$ cat src/tfcl_pkg.sv
// shared types and constants for the transfer function color lookup
package tfcl_pkg;

	// default table depth
	localparam int MAX_POINTS_DEF = 16;

	// fixed field widths
	localparam int POS_W      = 16;
	localparam int CHAN_W     = 8;
	localparam int COLOR_W    = 4 * CHAN_W;
	localparam int IDX_W      = 4;
	localparam int CNT_REG_W  = 5;
	localparam int CFG_IDX_W  = 2;
	localparam int CFG_DATA_W = 5;
	localparam int ENTRY_W    = POS_W + COLOR_W;
	localparam int DIFF_W     = POS_W + 1;
	localparam int REM_W      = 2 * CHAN_W + DIFF_W + 1;

	// input function codes
	localparam logic FUNC_WRITE  = 1'b0;
	localparam logic FUNC_LOOKUP = 1'b1;

	// interpolation mode codes
	localparam logic MODE_LINEAR  = 1'b0;
	localparam logic MODE_NEAREST = 1'b1;

	// register reset values
	localparam logic [CNT_REG_W-1:0] POINT_COUNT_RST = 5'd2;
	localparam logic INTERP_MODE_RST   = MODE_LINEAR;
	localparam logic CLAMP_OUTSIDE_RST = 1'b1;

	typedef enum logic [CFG_IDX_W-1:0] {
		CFG_POINT_COUNT   = 2'd0,
		CFG_INTERP_MODE   = 2'd1,
		CFG_CLAMP_OUTSIDE = 2'd2
	} cfg_reg_t;

	typedef enum logic {
		CMD_WRITE  = 1'b0,
		CMD_LOOKUP = 1'b1
	} cmd_kind_t;

	typedef enum logic [2:0] {
		ST_IDLE,
		ST_READ,
		ST_CMP,
		ST_EVAL,
		ST_MUL,
		ST_DIV,
		ST_OUT
	} bk_state_t;

	typedef struct packed {
		logic                    func;
		logic [IDX_W-1:0]        point_index;
		logic signed [POS_W-1:0] point_position;
		logic [CHAN_W-1:0]       in_red;
		logic [CHAN_W-1:0]       in_green;
		logic [CHAN_W-1:0]       in_blue;
		logic [CHAN_W-1:0]       in_alpha;
		logic signed [POS_W-1:0] sample;
	} in_beat_t;

	typedef struct packed {
		logic [CHAN_W-1:0] out_red;
		logic [CHAN_W-1:0] out_green;
		logic [CHAN_W-1:0] out_blue;
		logic [CHAN_W-1:0] out_alpha;
	} out_beat_t;

	// queued command, color packed red in the low byte
	typedef struct packed {
		cmd_kind_t               kind;
		logic [IDX_W-1:0]        index;
		logic signed [POS_W-1:0] position;
		logic [COLOR_W-1:0]      color;
		logic signed [POS_W-1:0] sample;
	} cmd_t;

	typedef struct packed {
		logic [CNT_REG_W-1:0] point_count;
		logic                 interp_mode;
		logic                 clamp_outside;
	} cfg_t;

	typedef struct packed {
		logic idle;
		logic load;
	} bk_stat_t;

endpackage

$ cat src/tfcl_stream_if.sv
// valid/ready stream channel with a typed payload
interface tfcl_stream_if #(
	parameter type T = logic
) ();
	logic valid;
	logic ready;
	T     payload;

	modport source (output valid, output payload, input ready);
	modport sink (input valid, input payload, output ready);
endinterface

$ cat src/tfcl_ram.sv
// generic single write port ram with registered read
module tfcl_ram #(
	parameter int WIDTH = 8,
	parameter int DEPTH = 16,
	localparam int AW = (DEPTH > 1) ? $clog2(DEPTH) : 1
) (
	input  logic             clk,
	input  logic             we,
	input  logic [AW-1:0]    waddr,
	input  logic [WIDTH-1:0] wdata,
	input  logic [AW-1:0]    raddr,
	output logic [WIDTH-1:0] rdata
);

	logic [WIDTH-1:0] mem [DEPTH];

	always_ff @(posedge clk) begin
		if (we) begin
			mem[waddr] <= wdata;
		end
		rdata <= mem[raddr];
	end

endmodule

$ cat src/tfcl_back.sv
// back end: point table, neighbor scan, blend divider and result register
module tfcl_back #(
	parameter int MAX_POINTS = tfcl_pkg::MAX_POINTS_DEF
) (
	input  logic               clk,
	input  logic               arst_n,
	input  tfcl_pkg::cfg_t     cfg,
	input  logic               q_valid,
	input  tfcl_pkg::cmd_t     q_head,
	output logic               q_pop,
	tfcl_stream_if.source      result,
	output tfcl_pkg::bk_stat_t stat
);

	localparam int AW = (MAX_POINTS > 1) ? $clog2(MAX_POINTS) : 1;
	localparam int CW = $clog2(MAX_POINTS + 1);
	localparam int PW = tfcl_pkg::POS_W;
	localparam int KW = tfcl_pkg::CHAN_W;
	localparam int DW = tfcl_pkg::DIFF_W;
	localparam int RW = tfcl_pkg::REM_W;

	tfcl_pkg::bk_state_t state_q, state_d;

	logic                              ram_we;
	logic [tfcl_pkg::ENTRY_W-1:0]      ram_rdata;
	logic signed [PW-1:0]              rd_pos;
	logic [tfcl_pkg::COLOR_W-1:0]      rd_color;
	logic [CW-1:0]                     cnt;
	logic [CW-1:0]                     idx_q;
	logic signed [PW-1:0]              s_q, p_q, n_q;
	logic [tfcl_pkg::COLOR_W-1:0]      cp_q, cn_q, acc_q;
	logic                              have_lo_q, have_hi_q, blend_q;
	logic [DW-1:0]                     dp_q, dn_q, den_q;
	logic [DW-1:0]                     dp_w, dn_w, den_w;
	logic [RW-1:0]                     rem_q [4];
	logic [RW-1:0]                     mul_sum [4];
	logic [RW-1:0]                     trial;
	logic [KW-1:0]                     quot_q [4];
	logic [2:0]                        bit_q;
	logic [tfcl_pkg::COLOR_W-1:0]      pick;
	logic                              hit;
	logic                              out_load;
	logic                              out_valid_q;
	tfcl_pkg::out_beat_t               res_q;
	logic [tfcl_pkg::COLOR_W-1:0]      res_word;

	tfcl_ram #(
		.WIDTH (tfcl_pkg::ENTRY_W),
		.DEPTH (MAX_POINTS)
	) u_table (
		.clk   (clk),
		.we    (ram_we),
		.waddr (AW'(q_head.index)),
		.wdata ({q_head.color, q_head.position}),
		.raddr (idx_q[AW-1:0]),
		.rdata (ram_rdata)
	);

	assign rd_pos   = ram_rdata[PW-1:0];
	assign rd_color = ram_rdata[tfcl_pkg::ENTRY_W-1:PW];

	// points in use, capped at the table depth
	assign cnt = (32'(cfg.point_count) > MAX_POINTS) ? CW'(MAX_POINTS) : CW'(cfg.point_count);

	assign hit = (s_q < rd_pos);

	// distances to the neighbors, never negative once both are found
	assign dp_w  = {s_q[PW-1], s_q} - {p_q[PW-1], p_q};
	assign dn_w  = {n_q[PW-1], n_q} - {s_q[PW-1], s_q};
	assign den_w = {n_q[PW-1], n_q} - {p_q[PW-1], p_q};

	// color for every case but the linear blend
	always_comb begin
		if (!have_lo_q) begin
			pick = (cfg.clamp_outside || !have_hi_q) ? '0 : cn_q;
		end else if (!have_hi_q) begin
			pick = (cfg.clamp_outside && (s_q != p_q)) ? '0 : cp_q;
		end else begin
			pick = (dp_w < dn_w) ? cp_q : cn_q;
		end
	end

	// blend numerator per channel, plus half the span for rounding
	always_comb begin
		for (int k = 0; k < 4; k++) begin
			mul_sum[k] = RW'(cp_q[KW*k +: KW]) * RW'(dn_q) +
				RW'(cn_q[KW*k +: KW]) * RW'(dp_q) + RW'(den_q[DW-1:1]);
		end
	end

	assign trial = RW'(den_q) << bit_q;

	always_comb begin
		state_d  = state_q;
		q_pop    = 1'b0;
		ram_we   = 1'b0;
		out_load = 1'b0;
		case (state_q)
			tfcl_pkg::ST_IDLE: begin
				if (q_valid) begin
					q_pop = 1'b1;
					if (q_head.kind == tfcl_pkg::CMD_WRITE) begin
						ram_we = 1'b1;
					end else begin
						state_d = tfcl_pkg::ST_READ;
					end
				end
			end
			tfcl_pkg::ST_READ: begin
				state_d = (idx_q == cnt) ? tfcl_pkg::ST_EVAL : tfcl_pkg::ST_CMP;
			end
			tfcl_pkg::ST_CMP: begin
				state_d = hit ? tfcl_pkg::ST_EVAL : tfcl_pkg::ST_READ;
			end
			tfcl_pkg::ST_EVAL: begin
				if (cfg.interp_mode == tfcl_pkg::MODE_LINEAR && have_lo_q && have_hi_q) begin
					state_d = tfcl_pkg::ST_MUL;
				end else begin
					state_d = tfcl_pkg::ST_OUT;
				end
			end
			tfcl_pkg::ST_MUL: begin
				state_d = tfcl_pkg::ST_DIV;
			end
			tfcl_pkg::ST_DIV: begin
				if (bit_q == 3'd0) begin
					state_d = tfcl_pkg::ST_OUT;
				end
			end
			tfcl_pkg::ST_OUT: begin
				if (!out_valid_q || result.ready) begin
					out_load = 1'b1;
					state_d  = tfcl_pkg::ST_IDLE;
				end
			end
			default: begin
				state_d = tfcl_pkg::ST_IDLE;
			end
		endcase
	end

	always_ff @(posedge clk or negedge arst_n) begin
		if (!arst_n) begin
			state_q     <= tfcl_pkg::ST_IDLE;
			out_valid_q <= 1'b0;
		end else begin
			state_q <= state_d;
			if (out_load) begin
				out_valid_q <= 1'b1;
			end else if (result.ready) begin
				out_valid_q <= 1'b0;
			end
		end
	end

	always_ff @(posedge clk) begin
		case (state_q)
			tfcl_pkg::ST_IDLE: begin
				s_q       <= q_head.sample;
				idx_q     <= '0;
				have_lo_q <= 1'b0;
				have_hi_q <= 1'b0;
			end
			tfcl_pkg::ST_CMP: begin
				if (hit) begin
					have_hi_q <= 1'b1;
					n_q       <= rd_pos;
					cn_q      <= rd_color;
				end else begin
					have_lo_q <= 1'b1;
					p_q       <= rd_pos;
					cp_q      <= rd_color;
					idx_q     <= idx_q + CW'(1);
				end
			end
			tfcl_pkg::ST_EVAL: begin
				dp_q    <= dp_w;
				dn_q    <= dn_w;
				den_q   <= den_w;
				acc_q   <= pick;
				blend_q <= (cfg.interp_mode == tfcl_pkg::MODE_LINEAR) && have_lo_q && have_hi_q;
			end
			tfcl_pkg::ST_MUL: begin
				bit_q <= 3'd7;
				for (int k = 0; k < 4; k++) begin
					rem_q[k]  <= mul_sum[k];
					quot_q[k] <= '0;
				end
			end
			tfcl_pkg::ST_DIV: begin
				bit_q <= bit_q - 3'd1;
				for (int k = 0; k < 4; k++) begin
					if (rem_q[k] >= trial) begin
						rem_q[k]         <= rem_q[k] - trial;
						quot_q[k][bit_q] <= 1'b1;
					end
				end
			end
			default: begin
			end
		endcase
		if (out_load) begin
			res_q.out_red   <= res_word[KW-1:0];
			res_q.out_green <= res_word[2*KW-1:KW];
			res_q.out_blue  <= res_word[3*KW-1:2*KW];
			res_q.out_alpha <= res_word[4*KW-1:3*KW];
		end
	end

	assign res_word = blend_q ? {quot_q[3], quot_q[2], quot_q[1], quot_q[0]} : acc_q;

	assign result.valid   = out_valid_q;
	assign result.payload = res_q;

	assign stat.idle = (state_q == tfcl_pkg::ST_IDLE);
	assign stat.load = out_load;

endmodule

$ cat src/flat_wrapper.sv
// flat-port wrapper written by rule: the top's interface ports become plain ports
module tfcl_back_flat 
#(
	parameter int MAX_POINTS = tfcl_pkg::MAX_POINTS_DEF
)
  (clk, arst_n, cfg, q_valid, q_head, q_pop, stat, result_valid, result_payload, result_ready);
  tfcl_stream_if result_i ();
  input  logic clk;
  input  logic arst_n;
  input  tfcl_pkg::cfg_t cfg;
  input  logic q_valid;
  input  tfcl_pkg::cmd_t q_head;
  output logic q_pop;
  output tfcl_pkg::bk_stat_t stat;
  output wire logic [$bits(result_i.valid)-1:0] result_valid;
  output wire logic [$bits(result_i.payload)-1:0] result_payload;
  input wire logic [$bits(result_i.ready)-1:0] result_ready;
  assign result_valid = result_i.valid;
  assign result_payload = result_i.payload;
  assign result_i.ready = result_ready;
  tfcl_back #(.MAX_POINTS(MAX_POINTS)) u_core (.clk(clk), .arst_n(arst_n), .cfg(cfg), .q_valid(q_valid), .q_head(q_head), .q_pop(q_pop), .result(result_i), .stat(stat));
endmodule
$ cat config.mk
export PLATFORM = sky130hd
export DESIGN_NAME = tfcl_back_flat
export DESIGN_NICKNAME = d
export VERILOG_FILES = /design/src/tfcl_pkg.sv /design/src/tfcl_stream_if.sv /design/src/tfcl_ram.sv /design/src/tfcl_back.sv /design/src/flat_wrapper.sv
export SDC_FILE = /design/constraint.sdc
export NUM_CORES = 1
export LEC_CHECK = 0
export ABC_AREA = 1
export BUFFER_PORTS_ARGS = -buffer_cell sky130_fd_sc_hd__buf_2
export CORE_UTILIZATION = 50
export CTS_CLUSTER_SIZE = 20
export DETAILED_ROUTE_END_ITERATION = 6
export PLACE_DENSITY = 0.66
export REMOVE_ABC_BUFFERS = 1
export SYNTH_ARGS = -nofsm -noshare
export SYNTH_HDL_FRONTEND = slang
export SYNTH_SLANG_ARGS = --single-unit
export TNS_END_PERCENT = 10
$ cat constraint.sdc
create_clock -name clk -period 7.4 [get_ports clk]
set_input_delay 0.37 -clock clk [delete_from_list [all_inputs] [get_ports clk]]
set_output_delay 0.37 -clock clk [all_outputs]
set_load 0.02 [all_outputs]
Yosys cells after proc, flatten, opt, wreduce, memory -nomap -nowiden
Memory sizes are Yosys's and may differ from the RTL's. A register that Yosys moved wholly into a read port is not among the register bits.
Index checks and enable logic that the tools add are counted.
Storage, ports and cells
  register bits after elaboration: 204
  RAM bits: 936
  input bits: 80
  output and inout port bits: 5
  logic and storage cells: 214
  memories: 3
Operators by class
  add/subtract/negate cells: 17
  multipliers: 8
  magnitude comparators: 9
  equal/unequal tests: 14
  shifts and indexed selects: 1
  muxes and demuxes: 89
  bitwise logic cells: 38
  reductions and logical operators: 18
Memories
  u_core.u_table.mem: words 16, bits a word 48, read ports 1, clocked after Yosys merged registers in 1, write ports 1, line tfcl_ram.sv:15  | logic [WIDTH-1:0] mem [DEPTH];
  u_core.rem_q: words 4, bits a word 34, read ports 4, clocked after Yosys merged registers in 0, write ports 4, line tfcl_back.sv:35  | logic [RW-1:0] rem_q [4];
  u_core.quot_q: words 4, bits a word 8, read ports 4, clocked after Yosys merged registers in 0, write ports 4, line tfcl_back.sv:38  | logic [KW-1:0] quot_q [4];
Operators by type and width (number)
  8-bit by 17-bit multiplier with 25-bit output: 8
  25-bit two-way mux: 6
  34-bit by 16-bit adder with 34-bit output: 4
  34-bit >= comparator: 4
  34-bit two-way mux: 4
  34-bit subtractor: 4
  25-bit by 25-bit adder with 26-bit output: 4
  1-bit two-way mux: 61
  16-bit by 16-bit subtractor with 17-bit output: 3
  1-bit OR: 36
  17-bit by 3-bit << shifter with 34-bit output: 1
  8-bit two-way mux: 4
  3-bit one-hot mux with 7 select lines: 1
  17-bit less-than comparator: 1
  16-bit less-than comparator: 1
  16-bit inequality test: 1
  3-bit two-way mux: 4
  5-bit two-way mux: 2
  5-bit one-hot mux with 2 select lines: 1
  3-bit == test (second input constant): 3
  2-bit AND reduction: 4
  3-bit by 2-bit == test with 1-bit output (second input constant): 2
  3-bit logical NOT: 2
  2-bit by 1-bit inequality test with 1-bit output (second input constant): 3
  other kinds (18): 30

Longest topological paths before layout
  depth after elaboration: 6
  depth in mapped cells: 35
  mapped depth without buffers: 33

Hierarchy
Synthesis repeated with hierarchy kept, for this count alone.
Unflattened totals
  cells, all modules: 5819
  area, all modules: 55202.9 µm²
By module, submodules not included
  tfcl_ram: instances 1, cells an instance 3165, area each 33988.8 µm², sequential area each 24023.0 µm²
  tfcl_back: instances 1, cells an instance 2654, area each 21214.1 µm², sequential area each 4994.8 µm²

Worst setup path before layout
No wires, ideal clock.
  path kind: register -> register
  start: register u_core.cn_q[31] in the netlist's numbering
  end: memory u_core.rem_q[3][20] in the netlist's numbering (data pin)
  library setup time: 253 ps
  arrival: 6403 ps
  path slack: 744 ps
  cell stages (with the launch flop): 32
  clock period less this slack: 6656 ps
  path through: edfxtp_1 > clkbuf_1 > clkbuf_1 > nand2_1 > fa_1 > fa_1 > inv_1 > fa_1 > fa_1 > fa_1 > inv_1 > fa_1 > inv_1 > ha_1 > nand2_2 > inv_2 > nand2_1 > nand2_1 > nand2_1 > nand2_1 > a21oi_1 > xnor2_1 > ha_1 > a21oi_1 > o21ai_0 > a21oi_1 > nand2_1 > nand3_1 > nor2_2 > or2_1 > nand3_1 > nand2_1
RTL lines
  start, declared: line tfcl_back.sv:31  | logic [tfcl_pkg::COLOR_W-1:0] cp_q, cn_q, acc_q;
  start signal, assigned: line tfcl_back.sv:168  | cn_q <= rd_color;
  end, declared: line tfcl_back.sv:35

==> impl_summary.txt <==
----------------------------------------------------
[Floorplan]
  Vert. Die Dim ... about 270 um
  Total core area ... 72,000 um^2
  Die footprint ... 74,300 um^2
  Rows ... ~100
  Chip Width ... 273 um
  Count of boundary I/O pins ... 85
  Starting density of the core ... 0.509

[Synthesis]
  Syn. warnings ... 0
  Post-synthesis compound-gate area fraction ... 0.0805
  Area share of fa/ha/maj cells after synthesis ... 0.192
  Largest area contributor in the synthesized netlist ... sky130_fd_sc_hd__edfxtp_1
  Cell area after synthesis ... 36,600 um^2
  Area share of the largest cell type after synthesis ... 0.448
  Synth top area cells ... sky130_fd_sc_hd__edfxtp_1, sky130_fd_sc_hd__fa_1, sky130_fd_sc_hd__nand2_1, sky130_fd_sc_hd__ha_1, sky130_fd_sc_hd__inv_1
  Xor and xnor area share after synthesis ... 0.0244
  Count of flip-flops with a built-in enable after synthesis ... 547
  Number of flip-flops and latches in the synthesized netlist ... 575
  Count of mapped cells out of synthesis ... 3,794
  Top cells by instance count after synthesis ... sky130_fd_sc_hd__nand2_1, sky130_fd_sc_hd__inv_1, sky130_fd_sc_hd__edfxtp_1
  Distinct cell type count of the synthesized netlist ... 57
  Seq/Total Area, Yosys ... 0.464
  Post-synth top flop ... sky130_fd_sc_hd__edfxtp_1
  Synthesized area per cell ... 9.66 um^2
  Main combinational cell family by area after synthesis ... adder cells
  Multiplexer share of the synthesized area ... 0.00140
  Simple-gate area share of the yosys netlist ... 0.157
  Share of synthesized flip-flops with an asynchronous set or reset ... 0.00696
  Count leader, synth ... sky130_fd_sc_hd__nand2_1

[Clock network]
  Cts bufs inserted ... 58
  Clk root buf ... sky130_fd_sc_hd__clkbuf_16
  Clock-pin transition on the worst setup and hold timing paths ... around 0.060 ns
  TritonCTS clock tree ... done
  Clock insertion delay at the later pin of the skew report ... 0.65 ns
  TritonCTS sink count ... 575
  Total number of H-tree levels ... 2
  Maximum buffer depth of the clock tree ... 3

[Final layout]
  Area of all sequential standard cells ... 17,000 um^2
  Final Cell Area ... slightly above 40,000 um^2
  Number of filler instances in the final layout ... 6,240
  Combined area of the multi-input logic cells ... 16,800 um^2
  Final #Nets ... roughly 4,300
  Relative area change from synthesis to final layout ... 9.88%
  Share of final-layout standard cells stronger than drive strength 1 ... 0.0746
  Post-layout utilization of the core ... 0.559

[Critical path]
  Element type at the critical path end ... register
  Worst setup path endpoint ... u_core.rem_q[3][23]
  R2r setup slk ... 0.34 ns
  Worst Setup SP ... u_core.cp_q[30]
  CP Launch Type ... register
  Worst setup path class ... register to register
  FF-to-FF path depth ... 31
  Critical Path AT ... 7.44 ns
  Worst-path cell with the longest stage delay ... sky130_fd_sc_hd__fa_1
  Largest driver fanout on the critical path ... 9
  Beginning of the worst register-to-register path ... u_core.cp_q[30]
  Data required time at the worst endpoint ... 7.78 ns
  Worst reg2reg path endpoint ... u_core.rem_q[3][23]
  Delay of the slowest critical-path stage ... 0.54 ns
  CP most frequent cell ... sky130_fd_sc_hd__fa_1

[Route]
  Number of vias in the routed layout ... 25,900
  Average detailed-routed wire length per instance ... about 18 um
  Detailed router's first-iteration violation count ... 2,004
  Detailed-router iteration count before antenna repair ... 5
  DRC violation count after routing ... 0
  Count of antenna-violating nets left after detailed routing ... 0
  Total routed wirelength ... 86,500 um
  Mean number of vias per cell ... 5.34

[Timing]
  Slew Limit Headroom ... 0.211
  Achievable Freq ... about 140 MHz
  Pin slew with the least headroom to its limit ... between 1 and 1.5 ns
  Setup skew after layout ... 0.0527 ns
  Count of final setup violators ... 0
  Smallest setup slack after layout ... 0.345 ns
  Share of the cycle needed by the critical path after routing ... 0.953
  Number of hold violations in the final report ... 0
  Final critical delay including setup and external delays ... approximately 7.1 ns
  Final max-slew violation count ... 0
  Setup TNS ... 0 ns

[Run status]
  Run status ... completed

[Global routing]
  Largest net degree at the start of global routing ... 197
  Overall track demand over capacity in global routing ... 0.236
  Antenna violations before repair ... 2
  Via count of the first global-routing pass ... 25,100
  Total congestion overflow after global routing ... 0
  Global-route wire length before repair ... 137,000 um

[Worst hold path]
  Class of the tightest hold or removal check ... input pin to register
  Hold path start ... cfg[1]

[Placement]
  Final weighted congestion in routability-driven placement ... between 0.9 and 1
  Placed cell area ... 38,000 um^2
  Worst slack at placement ... 0.243 ns
  Count of input and output buffers ... 60
  Dpl hpwl ... 60,100 um

[Job]
  Number of maximum-capacitance constraint violations ... 0

----------------------------------------------------
[metrics by stage]
step / hold slack (ns) / instances
after floorplan: 0.0744 / 3640
after global placement: 0.178 / 4691
after detailed placement: 0.183 / 4691
after CTS: 0.0271 / 4817
after global routing: 0.0432 / 4840
final: 0.0608 / 4841
[cell type report]
cell class / instances / area share
timing repair buffer: 141 / 0.0246
multi-input combinational: 2434 / 0.418
clock inverter: 22 / 0.00569
tap: 950 / 0.0295
antenna: 2 / 0.000124
inverter: 631 / 0.0590
sequential: 575 / 0.423
clock buffer: 86 / 0.0407
[layout by cell type (no fill, tap or decap), drive strengths merged, types with 11 or more instances in the layout]
cell / count
clkinv: 17
dlygate4sd3: 18
nand3: 96
clkbuf: 86
edfxtp: 547
nand2: 816
o21ai: 203
dfxtp: 24
ha: 196
o21bai: 12
nor3: 23
a21oi: 132
xnor2: 38
xor2: 64
nand4: 43
a31oi: 11
nor2: 423
fa: 228
inv: 631
buf: 123
o32ai: 96
[cell families after synthesis]
group	count (synthesis)
and+or+nand+nor	1418
buffers and inverters	785
DFF	575
AOI/OAI and AO/OA	485
adders and majority gates	424
xor gates and xnor gates	102
muxes	5
[metal layers]
metal / share of wire / track usage / up-vias
met5: 0.00013 / 0 / -
met4: 0.034 / 0.0819 / 2
met3: 0.055 / 0.0326 / 173
met2: 0.47 / 0.392 / 686
met1: 0.44 / 0.318 / 12500
li1: - / - / 12500
[worst max-delay path, delay by kind of cell, from the launching register on]
kind | cells | cell delay (ns)
adder cells (fa/ha/maj) | 8 | 3.86
AND/OR/NAND/NOR | 12 | 1.17
buffers and inverters | 7 | 0.60
AO/OA/AOI/OAI | 3 | 0.48
flip-flops | 1 | 0.37
XOR/XNOR | 1 | 0.31
[worst min path at each step]
stage | endpoint | slack (ns) | depth (start not counted)
after floorplan | u_core.result.valid | 0.07 | 0
after detailed placement | u_core.state_q[2] | 0.18 | 1
final | u_core.blend_q | 0.06 | 2
after global placement | u_core.result.valid | 0.18 | 1
after global routing | u_core.blend_q | 0.04 | 2
after CTS | u_core.blend_q | 0.03 | 2
[state kept, by name, summed over array words and instances, names as in the netlist, 16 cells and up]
| name | flops |
|---|---|
| u_core.p_q | 16 |
| u_core.den_q | 17 |
| u_core.s_q | 16 |
| u_core.n_q | 16 |
| u_core.dn_q | 17 |
| u_core.u_table.rdata | 24 |
| u_core.dp_q | 17 |
| u_core.u_table.mem | 384 |
| u_core.rem_q | 34 |
[timing repair]
action                                  4_1_cts  5_1_grt
endpoints found under the setup margin        0       11
gates resized for setup                       0        8
hold buffers                                 18        0
endpoints found under the hold margin        21        0
buffers inserted                              0       22
Power is not shown: default switching activity piles up to over one toggle a cycle in this logic, so the estimate is an artifact.
